## src/rtl/core/pps_pkg.sv

```systemverilog
// shared types and constants for the priority process scheduler
// no dependencies
`timescale 1ns / 1ps
package pps_pkg;
  localparam int MaxProcesses = 8;
  localparam int IdxW = $clog2(MaxProcesses);
  localparam int CntW = $clog2(MaxProcesses + 1);
  localparam int ResultLimit = 32;
  localparam int ResCntW = 6;
  localparam int TimeW = 13;

  localparam logic [1:0] KIND_SLICE = 2'd0;
  localparam logic [1:0] KIND_IDLE  = 2'd1;
  localparam logic [1:0] KIND_WAIT  = 2'd2;

  localparam logic [11:0] AmountMax = 12'd4095;

  // one loaded process record
  typedef struct packed {
    logic [9:0] arrival;
    logic [7:0] burst;
    logic [7:0] prio;
    logic       is_final;
  } rec_t;

  // one result transaction
  typedef struct packed {
    logic [1:0]  kind;
    logic [2:0]  pid;
    logic [11:0] amount;
    logic        last;
  } res_t;
endpackage

```

## src/rtl/core/pps_front.sv

```systemverilog
// front end: accepts process records into a short queue
// depends on pps_pkg
`timescale 1ns / 1ps
module pps_front
  import pps_pkg::*;
(
  input  logic       clk,
  input  logic       rst_n,
  input  logic       in_valid,
  output logic       in_ready,
  input  logic [9:0] arrival_time,
  input  logic [7:0] burst_time,
  input  logic [7:0] priority_level,
  input  logic       is_final,
  output logic       q_valid,
  input  logic       q_ready,
  output rec_t       q_rec
);
  // two-entry queue
  rec_t       mem_r [2];
  logic       wp_r, wp_nxt, rp_r, rp_nxt;
  logic [1:0] cnt_r, cnt_nxt;
  logic       push, pop;

  assign in_ready = (cnt_r != 2'd2);
  assign q_valid  = (cnt_r != 2'd0);
  assign q_rec    = mem_r[rp_r];
  assign push     = in_valid && in_ready;
  assign pop      = q_valid && q_ready;

  always_comb begin
    wp_nxt  = push ? ~wp_r : wp_r;
    rp_nxt  = pop ? ~rp_r : rp_r;
    cnt_nxt = cnt_r + {1'b0, push} - {1'b0, pop};
  end

  always_ff @(posedge clk) begin
    if (!rst_n) begin
      wp_r  <= 1'b0;
      rp_r  <= 1'b0;
      cnt_r <= 2'd0;
    end else begin
      wp_r  <= wp_nxt;
      rp_r  <= rp_nxt;
      cnt_r <= cnt_nxt;
    end
  end

  always_ff @(posedge clk) begin
    if (push) begin
      mem_r[wp_r] <= '{arrival: arrival_time, burst: burst_time,
                      prio: priority_level, is_final: is_final};
    end
  end
endmodule

```

## src/rtl/core/pps_back.sv

```systemverilog
// back end: stores records, runs the schedule, emits results
// depends on pps_pkg
`timescale 1ns / 1ps
module pps_back
  import pps_pkg::*;
(
  input  logic        clk,
  input  logic        rst_n,
  input  logic        mode,
  input  logic        q_valid,
  output logic        q_ready,
  input  rec_t        q_rec,
  output logic        out_valid,
  input  logic        out_ready,
  output res_t        out_res
);
  localparam logic [2:0] ST_LOAD = 3'd0;
  localparam logic [2:0] ST_INIT = 3'd1;
  localparam logic [2:0] ST_SCAN = 3'd2;
  localparam logic [2:0] ST_DEC  = 3'd3;
  localparam logic [2:0] ST_WAIT = 3'd4;
  localparam logic [2:0] ST_EMIT = 3'd5;
  localparam logic [2:0] ST_DONE = 3'd6;

  logic [9:0]  arr_r  [MaxProcesses];
  logic [7:0]  bur_r  [MaxProcesses];
  logic [7:0]  rem_r  [MaxProcesses];
  logic [7:0]  pri_r  [MaxProcesses];
  logic [TimeW-1:0] comp_r [MaxProcesses];

  logic [2:0]       st_r, st_nxt;
  logic [CntW-1:0]  n_r;
  logic [CntW-1:0]  i_r;
  logic [CntW-1:0]  left_r;
  logic [TimeW-1:0] t_r;
  logic             best_ok_r;
  logic [IdxW-1:0]  best_r;
  logic             nxt_ok_r;
  logic [9:0]       nxt_r;

  // pending merged result and produced count
  logic             pend_r;
  res_t             pend_res_r;
  logic [ResCntW-1:0] rcnt_r;

  // output register
  logic out_valid_r;
  res_t out_res_r;
  assign out_valid = out_valid_r;
  assign out_res   = out_res_r;

  assign q_ready = (st_r == ST_LOAD);

  logic [IdxW-1:0] ii;
  assign ii = i_r[IdxW-1:0];

  // candidate compare for the scan
  logic cand_before;
  always_comb begin
    if (pri_r[ii] != pri_r[best_r]) cand_before = pri_r[ii] < pri_r[best_r];
    else cand_before = arr_r[ii] < arr_r[best_r];
  end

  // new result request from the scheduler
  logic [TimeW-1:0] run_amt;
  logic [TimeW-1:0] gap;
  logic [TimeW-1:0] spent, wait_t;
  logic        emit_free;
  logic [TimeW:0] merged;
  logic        room;
  logic        same_slice;
  logic        out_push;
  res_t        out_push_res;

  always_comb begin
    gap = {3'b0, nxt_r} - t_r;
    run_amt = {5'b0, rem_r[best_r]};
    if (mode && nxt_ok_r && gap < run_amt) run_amt = gap;
    spent = {3'b0, arr_r[ii]} + {5'b0, bur_r[ii]};
    wait_t = (comp_r[ii] > spent) ? comp_r[ii] - spent : '0;
  end

  assign emit_free = !pend_r || !out_valid_r || out_ready;
  assign merged = {2'b0, pend_res_r.amount} + {1'b0, run_amt};
  assign room = (rcnt_r != ResCntW'(ResultLimit));
  assign same_slice = pend_r && pend_res_r.kind == KIND_SLICE &&
                      pend_res_r.pid == 3'(best_r);

  // move the pending result into the output register
  always_comb begin
    out_push = 1'b0;
    out_push_res = pend_res_r;
    case (st_r)
      ST_DEC:  out_push = emit_free && pend_r && room && !(best_ok_r && same_slice);
      ST_WAIT: out_push = emit_free && i_r != n_r && pend_r && room;
      ST_EMIT: begin
        out_push = pend_r && (!out_valid_r || out_ready);
        out_push_res.last = 1'b1;
      end
      default: ;
    endcase
  end

  always_comb begin
    st_nxt = st_r;
    unique case (st_r)
      ST_LOAD: if (q_valid && q_rec.is_final) st_nxt = ST_INIT;
      ST_INIT: st_nxt = (left_r == '0) ? ST_WAIT : ST_SCAN;
      ST_SCAN: if (i_r == n_r) st_nxt = ST_DEC;
      ST_DEC: begin
        if (emit_free) begin
          st_nxt = (best_ok_r && rem_r[best_r] == run_amt[7:0] &&
                    left_r == CntW'(1)) ? ST_WAIT : ST_SCAN;
        end
      end
      ST_WAIT: if (emit_free && i_r == n_r) st_nxt = ST_EMIT;
      ST_EMIT: if (!pend_r && (!out_valid_r || out_ready)) st_nxt = ST_DONE;
      ST_DONE: st_nxt = ST_LOAD;
      default: st_nxt = ST_LOAD;
    endcase
  end

  always_ff @(posedge clk) begin
    if (!rst_n) begin
      st_r <= ST_LOAD;
      n_r <= '0;
      i_r <= '0;
      left_r <= '0;
      t_r <= '0;
      pend_r <= 1'b0;
      rcnt_r <= '0;
      out_valid_r <= 1'b0;
      best_ok_r <= 1'b0;
      nxt_ok_r <= 1'b0;
    end else begin
      st_r <= st_nxt;
      if (out_push) begin
        out_valid_r <= 1'b1;
        out_res_r <= out_push_res;
      end else if (out_ready) begin
        out_valid_r <= 1'b0;
      end
      unique case (st_r)
        // store records
        ST_LOAD: begin
          if (q_valid) begin
            if (n_r < CntW'(MaxProcesses)) begin
              arr_r[n_r[IdxW-1:0]] <= q_rec.arrival;
              bur_r[n_r[IdxW-1:0]] <= q_rec.burst;
              rem_r[n_r[IdxW-1:0]] <= q_rec.burst;
              pri_r[n_r[IdxW-1:0]] <= q_rec.prio;
              comp_r[n_r[IdxW-1:0]] <= {3'b0, q_rec.arrival};
              n_r <= n_r + 1'b1;
              if (q_rec.burst != 8'd0) left_r <= left_r + 1'b1;
            end
          end
        end
        ST_INIT: begin
          t_r <= '0;
          i_r <= '0;
          best_ok_r <= 1'b0;
          nxt_ok_r <= 1'b0;
          rcnt_r <= '0;
          pend_r <= 1'b0;
        end
        // one process per cycle
        ST_SCAN: begin
          if (i_r != n_r) begin
            if (rem_r[ii] != 8'd0) begin
              if ({3'b0, arr_r[ii]} <= t_r) begin
                if (!best_ok_r || cand_before) begin
                  best_r <= ii;
                  best_ok_r <= 1'b1;
                end
              end else if (!nxt_ok_r || arr_r[ii] < nxt_r) begin
                nxt_r <= arr_r[ii];
                nxt_ok_r <= 1'b1;
              end
            end
            i_r <= i_r + 1'b1;
          end
        end
        // apply decision and feed result
        ST_DEC: begin
          if (emit_free) begin
            i_r <= '0;
            best_ok_r <= 1'b0;
            nxt_ok_r <= 1'b0;
            if (!best_ok_r) begin
              t_r <= {3'b0, nxt_r};
              if (room) begin
                pend_r <= 1'b1;
                pend_res_r <= '{kind: KIND_IDLE, pid: 3'd0, amount: gap[11:0], last: 1'b0};
                rcnt_r <= rcnt_r + 1'b1;
              end
            end else begin
              t_r <= t_r + run_amt;
              rem_r[best_r] <= rem_r[best_r] - run_amt[7:0];
              if (rem_r[best_r] == run_amt[7:0]) begin
                comp_r[best_r] <= t_r + run_amt;
                left_r <= left_r - 1'b1;
              end
              if (same_slice) begin
                pend_res_r.amount <= (merged > {2'b0, AmountMax}) ? AmountMax
                                     : merged[11:0];
              end else if (room) begin
                pend_r <= 1'b1;
                pend_res_r <= '{kind: KIND_SLICE, pid: 3'(best_r),
                                amount: run_amt[11:0], last: 1'b0};
                rcnt_r <= rcnt_r + 1'b1;
              end
            end
          end
        end
        // waiting times in load order
        ST_WAIT: begin
          if (emit_free && i_r != n_r) begin
            if (room) begin
              pend_r <= 1'b1;
              pend_res_r <= '{kind: KIND_WAIT, pid: 3'(ii),
                              amount: wait_t[11:0], last: 1'b0};
              rcnt_r <= rcnt_r + 1'b1;
            end
            i_r <= i_r + 1'b1;
          end
        end
        // flush final result with last flag
        ST_EMIT: begin
          if (pend_r && (!out_valid_r || out_ready)) pend_r <= 1'b0;
        end
        ST_DONE: begin
          n_r <= '0;
          left_r <= '0;
          t_r <= '0;
        end
        default: ;
      endcase
    end
  end
endmodule

```

## src/rtl/core/priority_process_scheduler.sv

```systemverilog
// top level of the priority process scheduler
// depends on pps_pkg, pps_front, pps_back
//
// channel  | ports                                              | direction
// in_      | in_valid/in_ready, arrival_time..is_final          | records in
// out_     | out_valid/out_ready, result_kind..last_result      | results out
// cfg_     | cfg_valid/cfg_ready, cfg_preemptive_mode           | mode write
//
// records load one per cycle through a two-entry queue while it has room
// the final record starts a run: each decision scans the n held records,
// one per cycle, then applies the choice, waiting while the output is stalled;
// waiting times follow in load order; results stall only on out_ready;
// synchronous active-low reset clears control and sets non-preemptive mode
`timescale 1ns / 1ps
module priority_process_scheduler
  import pps_pkg::*;
(
  input  logic        clk,
  input  logic        rst_n,
  input  logic        in_valid,
  output logic        in_ready,
  input  logic [9:0]  arrival_time,
  input  logic [7:0]  burst_time,
  input  logic [7:0]  priority_level,
  input  logic        is_final,
  output logic        out_valid,
  input  logic        out_ready,
  output logic [1:0]  result_kind,
  output logic [2:0]  process_id,
  output logic [11:0] amount,
  output logic        last_result,
  input  logic        cfg_valid,
  output logic        cfg_ready,
  input  logic        cfg_preemptive_mode
);
  logic mode_r;
  logic q_valid, q_ready;
  rec_t q_rec;
  res_t res;

  // mode register
  assign cfg_ready = 1'b1;
  always_ff @(posedge clk) begin
    if (!rst_n) mode_r <= 1'b0;
    else if (cfg_valid) mode_r <= cfg_preemptive_mode;
  end

  pps_front u_front (
    .clk, .rst_n, .in_valid, .in_ready, .arrival_time, .burst_time,
    .priority_level, .is_final, .q_valid, .q_ready, .q_rec
  );

  pps_back u_back (
    .clk, .rst_n, .mode(mode_r), .q_valid, .q_ready, .q_rec,
    .out_valid, .out_ready, .out_res(res)
  );

  assign result_kind = res.kind;
  assign process_id  = res.pid;
  assign amount      = res.amount;
  assign last_result = res.last;
endmodule
```

## config.mk

```make
export PLATFORM = sky130hd
export DESIGN_NAME = priority_process_scheduler
export DESIGN_NICKNAME = d
export VERILOG_FILES = /design/src/rtl/core/pps_pkg.sv /design/src/rtl/core/pps_front.sv /design/src/rtl/core/pps_back.sv /design/src/rtl/core/priority_process_scheduler.sv
export SDC_FILE = /design/constraint.sdc
export NUM_CORES = 1
export LEC_CHECK = 0
export BUFFER_PORTS_ARGS = -buffer_cell sky130_fd_sc_hd__buf_2
export CAP_MARGIN = 20
export CORE_MARGIN = 2
export CORE_UTILIZATION = 50
export DETAILED_ROUTE_END_ITERATION = 8
export PLACE_DENSITY = 0.65
export SLEW_MARGIN = 30
export SYNTH_ARGS = -nofsm -noshare
export SYNTH_HDL_FRONTEND = slang
export SYNTH_HIERARCHICAL = 1
export SYNTH_SLANG_ARGS = --single-unit
```

## constraint.sdc

```tcl
create_clock -name clk -period 12.3 [get_ports clk]
set_input_delay 2.46 -clock clk [delete_from_list [all_inputs] [get_ports clk]]
set_output_delay 2.46 -clock clk [all_outputs]
set_load 0.01 [all_outputs]
```

## Word-level counts from Yosys, hierarchy flattened

Memories as Yosys holds them, arrays and structs flattened. A register that Yosys moved wholly into a read port is not among the register bits.
Index checks and enable logic that the tools add are counted.

| storage, ports and cells | value |
|---|---|
| register bits after elaboration | 92 |
| output and inout port bits | 21 |
| memory bits (writable) | 430 |
| memories | 6 |

| operators by class | value |
|---|---|
| bitwise gates (word level) | 3 |
| equality and inequality tests | 37 |
| magnitude comparators | 8 |
| multiplexer cells | 105 |
| add/subtract/negate cells | 13 |
| reductions and logical operators | 61 |

Memory list:

| name | depth | bits a word | rd ports | clocked after memory_dff | wr ports | RTL line | text |
|---|---|---|---|---|---|---|---|
| u_back.comp_r | 8 | 13 | 1 | 1 | 1 | pps_back.sv:29 | `logic [TimeW-1:0] comp_r [MaxProcesses];` |
| u_back.arr_r | 8 | 10 | 2 | 2 | 1 | pps_back.sv:25 | `logic [9:0] arr_r [MaxProcesses];` |
| u_back.bur_r | 8 | 8 | 1 | 1 | 1 | pps_back.sv:26 | `logic [7:0] bur_r [MaxProcesses];` |
| u_back.pri_r | 8 | 8 | 2 | 2 | 1 | pps_back.sv:28 | `logic [7:0] pri_r [MaxProcesses];` |
| u_back.rem_r | 8 | 8 | 2 | 2 | 1 | pps_back.sv:27 | `logic [7:0] rem_r [MaxProcesses];` |
| u_front.mem_r | 2 | 27 | 1 | 1 | 1 | pps_front.sv:20 | `rec_t mem_r [2];` |

Operators with widths:

| cell | number |
|---|---|
| two-way mux 18 bit | 6 |
| two-way mux 3 bit | 22 |
| two-way mux 13 bit | 4 |
| two-way mux 4 bit | 11 |
| two-way mux 1 bit | 41 |
| != test 2 x 1 -> 1 bit, second input constant | 19 |
| two-way mux 12 bit | 3 |
| one-hot mux 18 bit (2 select lines) | 1 |
| two-way mux 6 bit | 5 |
| one-hot mux 13 bit (2 select lines) | 1 |
| AND reduction 6 bit | 4 |
| AND reduction 7 bit | 3 |
| less-than comparator 10 bit | 2 |
| logical AND 1 bit | 19 |
| one-hot mux 3 bit (6 select lines) | 1 |
| one-hot mux 6 bit (3 select lines) | 1 |
| one-hot mux 4 bit (4 select lines) | 1 |
| nonzero test 8 bit | 2 |
| adder 12 x 13 -> 14 bit | 1 |
| greater-than comparator 14 x 12 -> 1 bit, second input constant | 1 |
| adder 13 bit | 1 |
| greater-than comparator 13 x 11 -> 1 bit | 1 |
| less-or-equal comparator 10 x 13 -> 1 bit | 1 |
| less-than comparator 13 x 8 -> 1 bit | 1 |
| other kinds (46) | 75 |

## Depth between registers and ports, before layout

| logic depth | value |
|---|---|
| word-level depth | 13 |
| mapped depth | 27 |
| gate-level depth less buffers | 26 |

## Cells and area by module

Netlist, hierarchy kept.

Modules (own cells, without submodules):

| module | cells each | seq. area each (µm²) | times used | area an instance (µm²) |
|---|---|---|---|---|
| pps_back | 1,671 | 13,613.1 | 1 | 23,870.4 |
| pps_front | 114 | 1,721.7 | 1 | 2,215.9 |
| priority_process_scheduler | 5 | 20.0 | 1 | 47.5 |

## Worst setup path after synthesis

OpenSTA, ideal clock, no wires.

| timing path | value |
|---|---|
| path type | register to register |
| start | register with a tool-made name |
| end | register u_back.pend_res_r, in the netlist u_back/out_push_res[7], data pin |
| buffers on the path | 5 |
| period minus slack after synthesis | 6.361 ns |
| library setup time | 0.266 ns |
| arrival time | 6.095 ns |
| setup slack | 5.939 ns |
| stages on the path, launching flop included | 25 |
| cell sequence | dfxtp_1 > buf_2 > buf_2 > buf_1 > buf_1 > mux4_2 > mux2_2 > ha_1 > a21o_1 > a21oi_1 > o21bai_1 > a21oi_1 > nor2b_1 > o21a_1 > o311a_1 > xnor2_1 > ha_1 > inv_1 > o21ai_0 > or3_1 > o311ai_1 > clkbuf_1 > nor2_1 > a221oi_1 > o21ai_1 |

RTL lines:

| what | RTL line | text |
|---|---|---|
| end signal: assignment | pps_back.sv:193 | `pend_res_r <= '{kind: KIND_IDLE, pid: 3'd0, amount: gap[11:0], last: 1'b0};` |
| end signal: assignment | pps_back.sv:208 | `pend_res_r <= '{kind: KIND_SLICE, pid: 3'(best_r),` |
| end signal: assignment | pps_back.sv:220 | `pend_res_r <= '{kind: KIND_WAIT, pid: 3'(ii),` |
| end: declaration | pps_back.sv:43 | `res_t pend_res_r;` |

## Worst setup path in the final report

| timing path | value |
|---|---|
| start | register u_back.nxt_r[0], read port of u_back.arr_r |
| end | memory u_back.comp_r[1][10], data pin |

| on the way | value |
|---|---|
| longest elaborated chain between the ends | 13 |
| elaborated cells between the ends (all ways) | 14 |
| classes of those cells | add/sub: 2; order compare: 1; eq/ne: 1; mux: 8; reduce/logical: 2 |

Ends and longest elaborated chain:

| what | RTL line | text |
|---|---|---|
| start: declaration | pps_back.sv:39 | `logic [9:0] nxt_r;` |
| subtractor 10 x 13 -> 13 bit (*) | pps_back.sv:76 | `gap = {3'b0, nxt_r} - t_r;` |
| less-than comparator 13 x 8 -> 1 bit | pps_back.sv:78 | `if (mode && nxt_ok_r && gap < run_amt) run_amt = gap;` |
| logical AND 1 bit | pps_back.sv:78 |  |
| two-way mux 13 bit (*) | pps_back.sv:78 |  |
| == test 8 bit | -- |  |
| two-way mux 1 bit | pps_back.sv:199 | `if (rem_r[best_r] == run_amt[7:0]) begin` |
| two-way mux 1 bit | pps_back.sv:189 | `if (!best_ok_r) begin` |
| two-way mux 1 bit | pps_back.sv:185 | `if (emit_free) begin` |
| two-way mux 1 bit | pps_back.sv:143 | `unique case (st_r)` |
| two-way mux 1 bit | pps_back.sv:124 | `if (!rst_n) begin` |
| two-way mux 1 bit (not written as such) | pps_back.sv:200 | `comp_r[best_r] <= t_r + run_amt;` |
| OR reduction 13 bit (no line) | -- |  |
| two-way mux 13 bit (no line) (*) | -- |  |
| end: declaration | pps_back.sv:29 |  |

Mark *: on every way between the ends. The rest lies on a longest branch, timed or not.

==> flow_metrics.py <==
metrics = {
    "worst_setup_path": {
        "slowest_delay_ns": 0.60,
        "crit_slowest_cell": "nor3b_1",
        "start_kind": "flip-flop",
        "arrival_ns": 7.35,
        "critical_path_buf_inv_count": 2,
        "cp-end-kind": "flip-flop",
        "critPathTopFamily": "compound AO/OA/AOI/OAI gates",
        "cp-startpoint": "u_back/nxt_r[0]$_DFFE_PP_",
        "crit_fanout": 12,
        "worstPathRequired_ns": 12.61,
        "r2r-start": "u_back/nxt_r[0]$_DFFE_PP_",
        "path_class": "flip-flop to flip-flop",
    },
    "placement": {
        "pre_cts_slack_ns": 5.33,
        "place_area_mm2": 0.0272,
        "io_buffers": 52,
        "place.gp.congestion": 0.927,
        "dp_hpwl_um": 43400,
    },
    "synthesis": {
        "synth.area.top_cells": "edfxtp_1, mux4_2, ha_1",
        "async_reset_ff_share_pct": 0,
        "syn_area_mm2": 0.0261,
        "synth-edff-count": 478,
        "ys_types": 89,
        "synth_largest_area_cell": "edfxtp_1",
        "ys_ff_latch": 528,
        "ys_warn_count": 6,
        "yosysSeqAreaShare_pct": 58.8,
        "syn_inst": 1790,
        "synthFlopType": "edfxtp_1",
        "syn_avg_cell_area_um2": 14.6,
        "synth_top_area_share_pct": 54.9,
    },
    "clock_network": {
        "cts_buffers": 55,
        "clkTransAtPathRegs_ns": 0.06,
        "clockBufferDepth": 3,
        "cts.sinks": 528,
        "cts_hold_buf": 0,
        "cts_resized": 0,
        "post_cts.repair.setup_buffers": 0,
        "htreeDepth": 2,
        "root_buffer": "clkbuf_16",
        "cts_tree": "built",
        "worstSkewPairLatency_ns": 0.62,
    },
    "power": {
        "power_density_mw_per_mm2": 187,
        "p_leak_uw": 0.00991,
        "ir_drop_uv": 203,
    },
    "floorplanning": {
        "design.core.area_mm2": 0.0515,
        "rows": 83,
        "pin_count": 54,
        "die-area_mm2": 0.0541,
        "die_h_um": 233,
        "die_w_um": 233,
        "start_util_pct": 50.7,
    },
    "cells_and_area": {
        "layout_commonest_cell": "edfxtp_1",
        "num_antenna_cells": 0,
        "area_growth_pct": 11.2,
        "nNetsFinal": 2005,
        "nFillCells": 4127,
        "drive_above_1_share_pct": 20.1,
        "mostFrequentLayoutCells": "edfxtp_1, mux4_2, ha_1",
        "design_area_mm2": 0.0291,
    },
    "sta": {
        "finClkSkew_ns": 0.0294,
        "maxSlewViolCount": 0,
        "rsz0062_at_grt": "false",
        "period_share_pct": 57.3,
        "fin_crit_ns": 7.04,
        "tightest_slew_ns": 0.927,
        "finalHoldViolCount": 0,
        "fin_ws_ns": 5.26,
        "setup_violations": 0,
        "fmax_mhz": 142,
        "max_slew_margin_pct": 38.2,
        "setup_tns_ns": 0,
    },
    "run": {
        "cap_viol_max_count": 0,
    },
    "detailed_routing": {
        "drt-total-wl_um": 63700,
        "drtIter0Drc": 1573,
        "vias": 15801,
        "antenna_left": 0,
        "drc": 0,
        "drt_pass1_iterations": 5,
        "wl_per_cell_um": 24.7,
        "vias_per_cell": 6.12,
    },
    "global_route": {
        "track_usage_pct": 24.2,
        "grt_pass1_wl_um": 97400,
        "grt_max_degree": 53,
        "antenna_found_initial": 1,
        "grt.overflow.total": 0,
        "grt_pass1_vias": 16177,
    },
    "worst_hold_path": {
        "holdCritStartpoint": "u_back/out_push_res[17]$_DFFE_PP_",
        "hold_class": "flip-flop to flip-flop",
    },
    "run_status": {
        "outcome": "complete, no violations",
    },
}
sequential cells by signal, indices dropped and copies added, names as in the netlist, 17 cells and up, named ones only:
register and flops:
u_back/arr_r 80, u_back/bur_r 64, u_front/mem_r 54, u_back/pri_r 64, u_back/comp_r 104, u_back/rem_r 64
u_back/out_res 18, u_back/out_push_res 17
per-layer routing:
layer  vias up  track usage (%)  share of wire (%)
li1       7184                -                  -
met1      8030             33.0                 43
met2       476             40.2                 48
met3       111             3.79                5.4
met4         0             7.23                2.9
met5         -                0                  0
worst reg2reg max path: stages (launching register included):
cell and delay (ns):
edfxtp_1 0.36, inv_1 0.06, ha_1 0.20, fa_1 0.40, nor2b_1 0.19, o31a_1 0.23
o21a_1 0.13, nor2_1 0.05, xnor2_1 0.48, ha_1 0.34, o21a_1 0.11, o21ai_0 0.28
a21oi_1 0.07, nor3_1 0.21, nand4_1 0.53, mux2i_1 0.53, ha_1 0.25, inv_1 0.06
fa_1 0.41, nor2b_1 0.12, o21ai_0 0.10, a21boi_0 0.24, o21ai_0 0.18, a21oi_1 0.32
o21ba_2 0.23, nor3_1 0.06, nor3b_1 0.60
metrics by stage:
stage	power (µW)	cells	hold slack [ns]	util (%)
6_report	5430	2582	0.447	56.4
2_1_floorplan	3350	1795	0.418	-
3_3_place_gp	3770	2479	0.436	52.8
4_1_cts	5470	2582	0.452	56.4
3_5_place_dp	3800	2479	0.438	52.9
5_1_grt	5700	2582	0.468	56.4
synthesized netlist by cell type, types with 6 or more instances:
cell type	number
a211oi_1	7
a21boi_0	6
a21o_1	32
a21oi_1	84
a22oi_1	7
a31oi_1	11
and2_1	10
and3_1	7
and4_1	6
buf_1	17
buf_2	6
clkbuf_1	46
dfxtp_1	50
edfxtp_1	478
fa_1	6
ha_1	110
inv_1	75
mux2_1	27
mux2_2	47
mux2i_1	38
mux4_2	131
nand2_1	95
nand2b_1	11
nand3_1	29
nand4_1	14
nor2_1	100
nor2b_1	16
nor3_1	22
nor4_1	27
o211ai_1	13
o21a_1	16
o21ai_0	64
o21bai_1	10
o31ai_1	6
xnor2_1	33
xor2_1	24
final timing paths:
check / cells after the start / endpoint / slack, ns
setup reg to reg: 26 / u_back/comp_r[1][10]$_DFFE_PP_ / 5.26
hold / removal: 0 / u_back/out_res[17]$_DFFE_PP_ / 0.45
hold reg to reg: 0 / u_back/out_res[17]$_DFFE_PP_ / 0.45
setup / recovery: 26 / u_back/comp_r[1][10]$_DFFE_PP_ / 5.26
power by group:
part	total, µW	internal (µW)	switching, µW
clock	1650	952	699
sequential	2270	2180	89.1
combinational	1510	599	913
cells by family (layout without fill, tap and decap cells):
family	after synthesis	in the layout	synth area share, %
adder cells (fa/ha/maj)	116	116	5.73
AND/OR/NAND/NOR	368	368	7.01
XOR/XNOR	57	57	1.91
AO/OA/AOI/OAI	318	318	7.96
buffers and inverters	153	260	2.39
flip-flops	528	528	58.8
other	2	7	0.0287
multiplexers	248	248	16.2
cell type report:
type	instances	area, µm²	share of cell area, %
clock buffers	75	1510	5.20
clock inverters	28	299	1.03
inverters	78	293	1.01
multi-input cells	1114	10300	35.3
flip-flops and latches	528	15400	52.9
well taps	680	851	2.93
repair buffers	79	470	1.62
Note: power is estimated with default switching activity, not from simulation.
